### src/rtl/mbtb_pkg.sv
package mbtb_pkg;

    localparam int unsigned FIELD_COUNT = 6;

    localparam logic [3:0] POS_FIELD_FIRST = 4'd6;
    localparam logic [3:0] POS_FIELD_LAST  = 4'd11;
    localparam logic [3:0] POS_DONE        = 4'd12;

    localparam logic [15:0] CRC_INIT = 16'hFFFF;
    localparam logic [15:0] CRC_POLY = 16'hA001;

    localparam logic [7:0] HDR_MAGIC    = 8'd77;
    localparam logic [7:0] HDR_RESERVED = 8'd0;
    localparam logic [7:0] HDR_LEN      = 8'd9;
    localparam logic [7:0] HDR_CMD      = 8'd50;

    // Output frame slots
    localparam logic [3:0] SLOT_MAGIC       = 4'd0;
    localparam logic [3:0] SLOT_RESERVED    = 4'd1;
    localparam logic [3:0] SLOT_SEQ         = 4'd2;
    localparam logic [3:0] SLOT_LEN         = 4'd3;
    localparam logic [3:0] SLOT_CMD         = 4'd4;
    localparam logic [3:0] SLOT_FIELD_FIRST = 4'd5;
    localparam logic [3:0] SLOT_CRC_LO      = 4'd11;
    localparam logic [3:0] SLOT_CRC_HI      = 4'd12;

    typedef struct packed {
        logic [7:0]                  seq;
        logic [FIELD_COUNT-1:0][7:0] fields;
        logic [15:0]                 crc;
    } t_frame_desc;

    // CRC-16/Modbus, one byte, LSB first
    function automatic logic [15:0] crc_fold(input logic [15:0] crc, input logic [7:0] b);
        logic [15:0] c;
        c = crc ^ {8'h00, b};
        for (int k = 0; k < 8; k++) begin
            if (c[0]) begin
                c = (c >> 1) ^ CRC_POLY;
            end else begin
                c = c >> 1;
            end
        end
        return c;
    endfunction

endpackage

### src/rtl/mbtb_if.sv
interface mbtb_in_if;
    logic       valid;
    logic       ready;
    logic [7:0] in_byte;
    logic       frame_end;

    modport source (output valid, output in_byte, output frame_end, input ready);
    modport sink   (input valid, input in_byte, input frame_end, output ready);
endinterface

interface mbtb_out_if;
    logic       valid;
    logic       ready;
    logic [7:0] out_byte;
    logic       out_last;

    modport source (output valid, output out_byte, output out_last, input ready);
    modport sink   (input valid, input out_byte, input out_last, output ready);
endinterface

### src/rtl/mbtb_fifo.sv
module mbtb_fifo
    import mbtb_pkg::*;
#(
    parameter int unsigned DEPTH = 2
) (
    input  logic        i_clk,
    input  logic        i_rst_n,
    input  logic        i_push,
    input  t_frame_desc i_wdata,
    input  logic        i_pop,
    output t_frame_desc o_rdata,
    output logic        o_full,
    output logic        o_empty
);

    localparam int unsigned PW = (DEPTH > 1) ? $clog2(DEPTH) : 1;
    localparam int unsigned CW = $clog2(DEPTH + 1);

    t_frame_desc r_mem [DEPTH];
    logic [PW-1:0] r_wr_ptr, n_wr_ptr;
    logic [PW-1:0] r_rd_ptr, n_rd_ptr;
    logic [CW-1:0] r_count, n_count;

    assign o_full  = (r_count == CW'(DEPTH));
    assign o_empty = (r_count == '0);
    assign o_rdata = r_mem[r_rd_ptr];

    always_comb begin
        n_wr_ptr = r_wr_ptr;
        n_rd_ptr = r_rd_ptr;
        n_count  = r_count;
        if (i_push) begin
            n_wr_ptr = (r_wr_ptr == PW'(DEPTH - 1)) ? '0 : r_wr_ptr + 1'b1;
        end
        if (i_pop) begin
            n_rd_ptr = (r_rd_ptr == PW'(DEPTH - 1)) ? '0 : r_rd_ptr + 1'b1;
        end
        if (i_push && !i_pop) begin
            n_count = r_count + 1'b1;
        end else if (!i_push && i_pop) begin
            n_count = r_count - 1'b1;
        end
    end

    always_ff @(posedge i_clk) begin
        if (!i_rst_n) begin
            r_wr_ptr <= '0;
            r_rd_ptr <= '0;
            r_count  <= '0;
        end else begin
            r_wr_ptr <= n_wr_ptr;
            r_rd_ptr <= n_rd_ptr;
            r_count  <= n_count;
        end
    end

    always_ff @(posedge i_clk) begin
        if (i_push) begin
            r_mem[r_wr_ptr] <= i_wdata;
        end
    end

endmodule

### src/rtl/mbtb_front.sv
module mbtb_front
    import mbtb_pkg::*;
(
    input  logic        i_clk,
    input  logic        i_rst_n,
    mbtb_in_if.sink     i_in,
    input  logic        i_q_full,
    output logic        o_q_push,
    output t_frame_desc o_q_wdata
);

    logic [3:0]                  r_pos, n_pos;
    logic [15:0]                 r_crc, n_crc;
    logic [7:0]                  r_seq, n_seq;
    logic [FIELD_COUNT-1:0][7:0] r_fields;
    logic                        w_accept;
    logic                        w_in_field;
    logic [2:0]                  w_field_idx;
    logic [15:0]                 w_crc_fold;

    // Stall only on the last field byte (byte 11) while the queue has no room
    assign i_in.ready  = !((r_pos == POS_FIELD_LAST) && i_q_full);
    assign w_accept    = i_in.valid && i_in.ready;
    assign w_in_field  = (r_pos >= POS_FIELD_FIRST) && (r_pos < POS_DONE);
    assign w_field_idx = 3'(r_pos - POS_FIELD_FIRST);
    assign w_crc_fold  = crc_fold(r_crc, i_in.in_byte);

    assign o_q_push = w_accept && (r_pos == POS_FIELD_LAST);

    always_comb begin
        o_q_wdata           = '0;
        o_q_wdata.seq       = r_seq;
        o_q_wdata.fields    = r_fields;
        o_q_wdata.fields[FIELD_COUNT-1] = i_in.in_byte;
        o_q_wdata.crc       = w_crc_fold;
    end

    always_comb begin
        n_pos = r_pos;
        n_crc = r_crc;
        n_seq = r_seq;
        if (w_accept) begin
            if (r_pos < POS_DONE) begin
                n_pos = r_pos + 1'b1;
                if (w_in_field) begin
                    n_crc = w_crc_fold;
                end
                if (r_pos == POS_FIELD_LAST) begin
                    n_seq = r_seq + 1'b1;
                end
            end
            if (i_in.frame_end) begin
                n_pos = '0;
                n_crc = CRC_INIT;
            end
        end
    end

    always_ff @(posedge i_clk) begin
        if (!i_rst_n) begin
            r_pos <= '0;
            r_crc <= CRC_INIT;
            r_seq <= '0;
        end else begin
            r_pos <= n_pos;
            r_crc <= n_crc;
            r_seq <= n_seq;
        end
    end

    always_ff @(posedge i_clk) begin
        if (w_accept && w_in_field) begin
            r_fields[w_field_idx] <= i_in.in_byte;
        end
    end

endmodule

### src/rtl/mbtb_back.sv
module mbtb_back
    import mbtb_pkg::*;
(
    input  logic        i_clk,
    input  logic        i_rst_n,
    input  t_frame_desc i_q_rdata,
    input  logic        i_q_empty,
    output logic        o_q_pop,
    mbtb_out_if.source  o_out
);

    logic [3:0] r_slot, n_slot;
    logic       w_accept;
    logic [3:0] w_field_slot;

    assign o_out.valid  = !i_q_empty;
    assign w_accept     = o_out.valid && o_out.ready;
    assign o_q_pop      = w_accept && (r_slot == SLOT_CRC_HI);
    assign o_out.out_last = (r_slot == SLOT_CRC_HI);
    assign w_field_slot = r_slot - SLOT_FIELD_FIRST;

    always_comb begin
        case (r_slot)
            SLOT_MAGIC:    o_out.out_byte = HDR_MAGIC;
            SLOT_RESERVED: o_out.out_byte = HDR_RESERVED;
            SLOT_SEQ:      o_out.out_byte = i_q_rdata.seq;
            SLOT_LEN:      o_out.out_byte = HDR_LEN;
            SLOT_CMD:      o_out.out_byte = HDR_CMD;
            SLOT_CRC_LO:   o_out.out_byte = i_q_rdata.crc[7:0];
            SLOT_CRC_HI:   o_out.out_byte = i_q_rdata.crc[15:8];
            default: begin
                if (w_field_slot < 4'(FIELD_COUNT)) begin
                    o_out.out_byte = i_q_rdata.fields[w_field_slot[2:0]];
                end else begin
                    o_out.out_byte = '0;
                end
            end
        endcase
    end

    always_comb begin
        n_slot = r_slot;
        if (w_accept) begin
            n_slot = (r_slot == SLOT_CRC_HI) ? '0 : r_slot + 1'b1;
        end
    end

    always_ff @(posedge i_clk) begin
        if (!i_rst_n) begin
            r_slot <= '0;
        end else begin
            r_slot <= n_slot;
        end
    end

endmodule

### src/rtl/modbus_tcp_to_ble_frame_unit.sv
// Channel  Dir  Payload               Handshake
// i_in     in   in_byte[8], frame_end  valid/ready, item on valid && ready
// o_out    out  out_byte[8], out_last  valid/ready, item on valid && ready
//
// The front takes one request byte per cycle, folds bytes 6..11 into the
// CRC and, on byte 11, pushes one frame descriptor into a QUEUE_DEPTH-deep
// queue. The back drains a descriptor as 13 bytes, one per cycle.
// Input stalls only on byte 11 while the queue is full; all other bytes
// are taken every cycle. Output stalls hold the current byte. Reset is
// synchronous, active low, and clears position, CRC, sequence and queue.
module modbus_tcp_to_ble_frame_unit
    import mbtb_pkg::*;
#(
    parameter int unsigned QUEUE_DEPTH = 2
) (
    input  logic       i_clk,
    input  logic       i_rst_n,
    mbtb_in_if.sink    i_in,
    mbtb_out_if.source o_out
);

    t_frame_desc w_q_wdata;
    t_frame_desc w_q_rdata;
    logic        w_q_push;
    logic        w_q_pop;
    logic        w_q_full;
    logic        w_q_empty;

    // Front: track byte position, hold fields, run the CRC
    mbtb_front u_front (
        .i_clk     (i_clk),
        .i_rst_n   (i_rst_n),
        .i_in      (i_in),
        .i_q_full  (w_q_full),
        .o_q_push  (w_q_push),
        .o_q_wdata (w_q_wdata)
    );

    // Queue of finished frames between front and back
    mbtb_fifo #(
        .DEPTH (QUEUE_DEPTH)
    ) u_fifo (
        .i_clk   (i_clk),
        .i_rst_n (i_rst_n),
        .i_push  (w_q_push),
        .i_wdata (w_q_wdata),
        .i_pop   (w_q_pop),
        .o_rdata (w_q_rdata),
        .o_full  (w_q_full),
        .o_empty (w_q_empty)
    );

    // Back: serialize each frame, mark the CRC high byte as last
    mbtb_back u_back (
        .i_clk     (i_clk),
        .i_rst_n   (i_rst_n),
        .i_q_rdata (w_q_rdata),
        .i_q_empty (w_q_empty),
        .o_q_pop   (w_q_pop),
        .o_out     (o_out)
    );

endmodule

### src/flat_wrapper.sv
// flat-port wrapper written by rule: the top's interface ports become plain ports
module modbus_tcp_to_ble_frame_unit_flat import mbtb_pkg::*;
#(
    parameter int unsigned QUEUE_DEPTH = 2
)
  (i_clk, i_rst_n, i_in_valid, i_in_in_byte, i_in_frame_end, i_in_ready, o_out_valid, o_out_out_byte, o_out_out_last, o_out_ready);
  mbtb_in_if i_in_i ();
  mbtb_out_if o_out_i ();
  input  logic i_clk;
  input  logic i_rst_n;
  input wire logic [$bits(i_in_i.valid)-1:0] i_in_valid;
  input wire logic [$bits(i_in_i.in_byte)-1:0] i_in_in_byte;
  input wire logic [$bits(i_in_i.frame_end)-1:0] i_in_frame_end;
  output wire logic [$bits(i_in_i.ready)-1:0] i_in_ready;
  output wire logic [$bits(o_out_i.valid)-1:0] o_out_valid;
  output wire logic [$bits(o_out_i.out_byte)-1:0] o_out_out_byte;
  output wire logic [$bits(o_out_i.out_last)-1:0] o_out_out_last;
  input wire logic [$bits(o_out_i.ready)-1:0] o_out_ready;
  assign i_in_i.valid = i_in_valid;
  assign i_in_i.in_byte = i_in_in_byte;
  assign i_in_i.frame_end = i_in_frame_end;
  assign i_in_ready = i_in_i.ready;
  assign o_out_valid = o_out_i.valid;
  assign o_out_out_byte = o_out_i.out_byte;
  assign o_out_out_last = o_out_i.out_last;
  assign o_out_i.ready = o_out_ready;
  modbus_tcp_to_ble_frame_unit #(.QUEUE_DEPTH(QUEUE_DEPTH)) u_core (.i_clk(i_clk), .i_rst_n(i_rst_n), .i_in(i_in_i), .o_out(o_out_i));
endmodule
### config.mk
export PLATFORM = sky130hd
export DESIGN_NAME = modbus_tcp_to_ble_frame_unit_flat
export DESIGN_NICKNAME = d
export VERILOG_FILES = /design/src/rtl/mbtb_pkg.sv /design/src/rtl/mbtb_if.sv /design/src/rtl/mbtb_fifo.sv /design/src/rtl/mbtb_front.sv /design/src/rtl/mbtb_back.sv /design/src/rtl/modbus_tcp_to_ble_frame_unit.sv /design/src/flat_wrapper.sv
export SDC_FILE = /design/constraint.sdc
export NUM_CORES = 1
export LEC_CHECK = 0
export BUFFER_PORTS_ARGS = -buffer_cell sky130_fd_sc_hd__buf_4
export CAP_MARGIN = 20
export CORE_MARGIN = 4
export CORE_UTILIZATION = 30
export CTS_BUF_LIST = sky130_fd_sc_hd__clkbuf_8 sky130_fd_sc_hd__clkbuf_16
export DETAILED_ROUTE_END_ITERATION = 7
export PLACE_DENSITY = 0.44
export REMOVE_ABC_BUFFERS = 1
export SYNTH_ARGS = -nofsm -noshare
export SYNTH_HDL_FRONTEND = slang
export SYNTH_HIERARCHICAL = 1
export SYNTH_SLANG_ARGS = --single-unit
### constraint.sdc
create_clock -name i_clk -period 12.25 [get_ports i_clk]
set_input_delay 1.225 -clock i_clk [delete_from_list [all_inputs] [get_ports i_clk]]
set_output_delay 1.225 -clock i_clk [all_outputs]
set_load 0.01 [all_outputs]
==> results of run 1 <==
[logic make-up (layout without fill, tap and decap cells)]
kind of cell               count (synthesis)  after routing  share of synthesized area (%)
AOI/OAI and AO/OA                         70             70                          5.234
xor gates and xnor gates                  35             35                          4.445
adders and majority gates                  8              8                          1.088
buffers and inverters                     48             82                          3.426
and+or+nand+nor                           98             98                          5.737
muxes                                     89             89                          11.99
DFF                                      221            221                          68.08
[layer usage]
layer,vias up,GRT usage [%],part of all wire [%]
li1,2179,-,-
met1,2373,16.35,48
met3,31,1.745,3.1
met4,0,3.010,2.2
met2,70,17.91,46
met5,-,0,0
[state kept, by name, summed over array words and instances, names as in the netlist, named ones only]
name,flops
u_core/u_fifo/r_count,2
u_core/u_front/r_pos,4
u_core/u_front/r_crc,16
u_core/u_back/r_slot,4
u_core/u_fifo/r_wr_ptr,1
u_core/u_fifo/r_rd_ptr,1
u_core/u_front/r_seq,8
u_core/u_fifo/r_mem,144
u_core/u_front/o_q_wdata,40
[cell usage after synthesis, drive strengths merged, types with 5 or more instances]
master / count
edfxtp: 184
mux2: 72
dfxtp: 37
buf: 31
nand2: 24
nor2: 24
xnor2: 22
a21oi: 15
and2: 15
o22ai: 11
xor2: 11
o21ai: 10
a22oi: 9
inv: 9
mux2i: 9
nor2b: 9
clkbuf: 8
ha: 8
mux4: 8
o221ai: 7
a221o: 5
nor3: 5
[power by group]
| part | switching, W | total (W) | internal [W] |
|---|---|---|---|
| registers | 0.00000481 | 0.000825 | 0.000820 |
| clock network | 0.000281 | 0.000655 | 0.000374 |
| logic | 0.0000432 | 0.0000725 | 0.0000293 |
[worst paths after layout]
path | start | slack [ns] | cells after the start | end
worst max register to register | u_core/u_front/r_pos[1] | 9.18 | 4 | u_core/u_fifo/r_mem[0][26]
worst max-delay path | flip-flop | 7.38 | 6 | o_out_out_byte[5]
worst min register to register | u_core/u_front/o_q_wdata[33] | 0.44 | 0 | u_core/u_fifo/r_mem[0][33]
worst min-delay path | u_core/u_front/o_q_wdata[33] | 0.44 | 0 | u_core/u_fifo/r_mem[0][33]
[final cells by class]
type	instances	area [um^2]	share of cell area (%)
Inverter	9	33.78	0.3247
Clock inverter	18	81.33	0.7816
Sequential cell	221	6267	60.23
Multi-Input combinational cell	300	2678	25.73
Tap cell	390	488.0	4.690
Timing Repair Buffer	29	217.7	2.092
Clock buffer	26	639.4	6.145
[through the flow]
stage | hold slack, ns | instances
after floorplan | 0.4215 | 530
after global placement | 0.4233 | 949
after detailed placement | 0.4296 | 949
after CTS | 0.4420 | 993
after global routing | 0.4529 | 993
final | 0.4377 | 993
==> reports/qor.yml, run 1 <==
numCtsBuffers: 24
path_buf_inv: 2
end_kind: "output port"
grt_first_pass_wirelength_um: 29470
placed_cell_area_um2: 9684
dp_slack_ns: 7.824
ant_nets: 0
port_buffers: 23
p_leak_nw: 3.386
cts_max_level: 1
syn_inst: 569
hp-class: "reg2reg"
synth.top_cells.by_area: "edfxtp_1 60%, mux2_2 8.8%, dfxtp_1 8.0%"
grt_pass1_vias: 4846
post-route-util_pct: 34.74
crit_path_cell_trace: "buf_4, mux2_2, mux4_1, a22oi_1, o221ai_1, buf_4"
status: "finished clean"
grt_max_degree: 73
layout_common_cells: "184 x edfxtp_1, 72 x mux2_2, 36 x dfxtp_1, 29 x buf_4, 25 x clkbuf_16"
critPathMaxStageDelay_ns: 0.81
max_freq_mhz: 205.5
drc: 0
crit_required_ns: 11.02
period_share_pct: 39.72
start_util_pct: 30.73
design_area_um2: 10410
synth.distinct_cells: 59
finalSetupViolations: 0
wl_per_cell_um: 18.94
setup_tns_ns: 0
insertion_delay_ns: 0.51
ys_ff_latch: 221
slew_headroom_pct: 29.34
synthFlopType: "edfxtp_1"
final.setup_skew_ns: 0.006501
cts_tree: "yes"
grt-ovfl-total: 0
root_buffer: "clkbuf_16"
clk_pin_slew_ns: 0.06
fin_crit_ns: 4.866
synth_edf_count: 184
yosysTopAreaCell: "edfxtp_1"
nets: 606
n_antenna_cell: 0
drt-vias-per-instance: 4.686
rsz0062_at_grt: "no"
antenna_found_initial: 0
wl_um: 18800
crit_fanout: 45
first_iter_violations: 231
dr_total_vias: 4653
hold_buffers: 0
async_reset_ff_share_pct: 0
post_cts_buffers: 0
fillers: 2850
clock_path_buffers: 3
dpl.hpwl_um: 11860
die_x_um: 183.2
cts_sinks: 221
yosys_warnings: 6
final_max_slew_viol_count: 0
layout_commonest_cell: "edfxtp_1"
rows: 63
design.core.area_um2: 29950
max_cap_viol_count: 0
power.density_nw_per_um2: 149.2
cts_resized: 0
place_congestion: 0.7246
critPathTopFamily: "multiplexers"
ys_seq_area_share_pct: 68.08
worstPathArrival_ns: 3.64
timing.critical_path.mode_cell: "buf_4"
netlist.area_leader.share_pct: 60.03
die_area_um2: 33550
power.total_w: 0.001552
drt_pass1_iterations: 5
syn_area_per_cell_um2: 16.18
area_growth_pct: 13.05
tightest_slew_ns: 1.060
critPathKind: "reg2out"
io_pins: 24
setup_ws_ns: 7.384
hold_violations: 0
grt_usage_pct: 11.32
drive_above_1_share_pct: 26.53
crit_slowest_cell: "dfxtp_2"
start_kind: "flip-flop"
ir_drop_v: 0.00008688
die_height_um: 183.2
synth_area_um2: 9204
Note: power is estimated with default switching activity, not from simulation.
==> inputs of run 2 (changes only) <==
Settings changed: ABC_AREA from default to 1, PLACE_DENSITY 0.44 to 0.46.
Clock period 12.25 ns to 4.1 ns, I/O delays scaled along.
==> run 2 against run 1 <==
- sequential power increased to 3.0 times the previous value
- utilization increased by 0.18 points
- cell count increased by 26%
- largest cell class unchanged
- largest power group unchanged
==> reports/qor.yml, run 2 <==
regMostFlops: "u_core/u_fifo/r_mem"
ant_nets: 0  # unchanged
yosys-mux-area-fraction_pct: 10.94  # -1.1 points
post-route-util_pct: 34.92  # +0.18 points
post_cts_buffers: 0  # unchanged
end_kind: "output port"
period_share_pct: 78.67
finalSetupViolations: 0  # unchanged
n_antenna_cell: 0  # unchanged
grt-ovfl-total: 0  # unchanged
critPathKind: "reg2out"
ys_seq_area_share_pct: 63.84  # -4.2 points
syn_inst: 777  # +37%
cts_sinks: 221  # unchanged
root_buffer: "clkbuf_16"
dpl.hpwl_um: 13290  # +12%
place_congestion: 0.7703  # +6.3%
area_growth_pct: 13.42
synth.most_common_cell: "nand2_1"
clock_path_buffers: 3  # unchanged
rrSetupSlack_ns: 1.72  # -7.46 ns
io_pins: 24  # unchanged
synth_compound_area_share_pct: 3.429  # -1.8 points
crit_required_ns: 3.69  # -7.33 ns
clk_pin_slew_ns: 0.06  # about the same
drc: 0  # unchanged
hp-class: "in2reg"
synth_edf_count: 184  # unchanged
design.core.area_um2: 31880  # +6.4%
drt_pass1_iterations: 4  # -1
insertion_delay_ns: 0.51  # about the same
fillers: 3184  # +12%
yosysTopAreaCell: "edfxtp_1"
tightest_slew_ns: 0.8928  # -0.1671 ns
cts_tree: "yes"
yosys_warnings: 6  # unchanged
numCtsBuffers: 24  # unchanged
synth_area_um2: 9814  # +6.6%
hold_buffers: 0  # unchanged
design_area_um2: 11130  # +7.0%
synth_simple_gate_area_share_pct: 13.64  # +7.9 points
final_max_slew_viol_count: 0  # unchanged
grt_usage_pct: 11.63  # +0.31 points
wl_um: 21070  # +12%
antenna_found_initial: 0  # unchanged
setup_tns_ns: 0  # unchanged
rows: 65  # +3.2%
dr_total_vias: 5560  # +19%
synthFlopType: "edfxtp_1"
crit_fanout: 10  # -78%
status: "finished clean"
slew_headroom_pct: 40.03  # +11 points
power.density_nw_per_um2: 426.7  # +190%
nets: 825  # +36%
ir_drop_v: 0.0002881  # +230%
synth.distinct_cells: 39  # -34%
syn_area_per_cell_um2: 12.63  # -22%
final.setup_skew_ns: 0.01614  # +0.009637 ns
layout_common_cells: "205 x nand2_1, 184 x edfxtp_1, 70 x mux2_4, 69 x inv_1, 44 x nand3_1"
yosys.area_share.adder_pct: 1.020  # -0.068 points
drive_above_1_share_pct: 21.22  # -5.3 points
ys_ff_latch: 221  # unchanged
port_buffers: 23  # unchanged
grt_max_degree: 73  # unchanged
layout_commonest_cell: "nand2_1"
fin_crit_ns: 3.225
start_kind: "flip-flop"
synth_top_family_by_area: "simple AND/OR/NAND/NOR gates"
grt_first_pass_wirelength_um: 32420  # +10%
max_freq_mhz: 310.0
async_reset_ff_share_pct: 0  # unchanged
netlist.area_leader.share_pct: 56.30  # -3.7 points
grt_pass1_vias: 5564  # +15%
wl_per_cell_um: 16.79  # -11%
die_x_um: 188.9  # +3.1%
p_leak_nw: 4.242  # +25%
cts_resized: 0  # unchanged
rsz0062_at_grt: "no"
start_util_pct: 30.78  # +0.058 points
die_height_um: 188.9  # +3.1%
cts_max_level: 1  # unchanged
synthTopCellsByCount: "205 x nand2_1, 184 x edfxtp_1, 70 x mux2_4"
power.total_w: 0.004750  # +210%
max_cap_viol_count: 0  # unchanged
worstPathArrival_ns: 2.82  # -0.82 ns
hold_violations: 0  # unchanged
die_area_um2: 35670  # +6.3%
synth.top_cells.by_area: "edfxtp_1 56%, mux2_4 11%, nand2_1 7.8%"
first_iter_violations: 321  # +39%
yosys.area_share.xor_xnor_pct: 0.9816  # -3.5 points
placed_cell_area_um2: 10340  # +6.8%
drt-vias-per-instance: 4.430  # -5.5%
largest_register_ff_count: 144  # unchanged
run 2: cell types whose count changed after synthesis, sizes merged, moves of 8 or more:
cell	previous run	this run
nand2	24	214
inv	9	72
nand3	2	45
xnor2	22	5
o21ai	10	26
and2	15	0
o22ai	11	0
a22oi	9	0
mux2i	9	0
nor2b	9	0
mux4	8	0
run 2: through the flow:
step	cells	hold WS, ns	setup slack (ns)
finish	1255	0.1752	0.8746
global route	1255	0.1584	0.6776
CTS	1255	0.1503	0.7623
detailed placement	1213	0.4290	1.305
global placement	1213	0.4222	1.427
floorplan	745	0.4215	-0.6095
run 2: cell families after synthesis:
family | Yosys count
AND/OR/NAND/NOR | 306
buffers and inverters | 104
flip-flops | 221
AO/OA/AOI/OAI | 55
adder cells (fa/ha/maj) | 8
XOR/XNOR | 11
multiplexers | 72
run 2: layer usage:
metal | up-vias | global-route usage [%] | share of wire [%]
met5 | - | 0 | 0
met4 | 0 | 2.859 | 2.1
met3 | 31 | 2.360 | 4.5
met2 | 99 | 18.50 | 45
met1 | 2711 | 16.42 | 49
li1 | 2719 | - | -
run 2: path summary, 6_finish.rpt:
| kind | start | endpoint | cells after the start |
|---|---|---|---|
| max | u_core/u_back/r_slot[1] | o_out_out_byte[7] | 9 |
| min | i_in_in_byte[1] | u_core/u_fifo/r_mem[1][57] | 1 |
| max reg2reg | u_core/u_front/r_pos[0] | u_core/u_front/o_q_wdata[54] | 10 |
| min reg2reg | u_core/u_front/o_q_wdata[25] | u_core/u_fifo/r_mem[1][25] | 0 |
run 2: final cells by class:
class,instances,area (um^2),area share [%]
multi-input combinational,452,2968,26.66
tap,435,544.3,4.889
inverter,72,275.3,2.473
clock inverter,17,163.9,1.472
clock buffer,25,625.6,5.620
timing repair buffer,33,285.3,2.563
sequential,221,6270,56.32
run 2: power breakdown:
part	internal (W)	total [W]	switching (W)	leakage (nW)
registers	0.00244	0.00245	0.00000962	1.94
logic	0.0000454	0.000150	0.000104	1.90
clock network	0.00129	0.00216	0.000865	0.395
run 2: worst max-delay path: stages, from the launching register on:
cell,delay [ns]
dfxtp_1,0.38
inv_1,0.09
ha_1,0.64
inv_2,0.30
nand3_1,0.16
nand3_1,0.11
nor2_4,0.26
nand2_1,0.15
nand2_1,0.10
buf_4,0.12
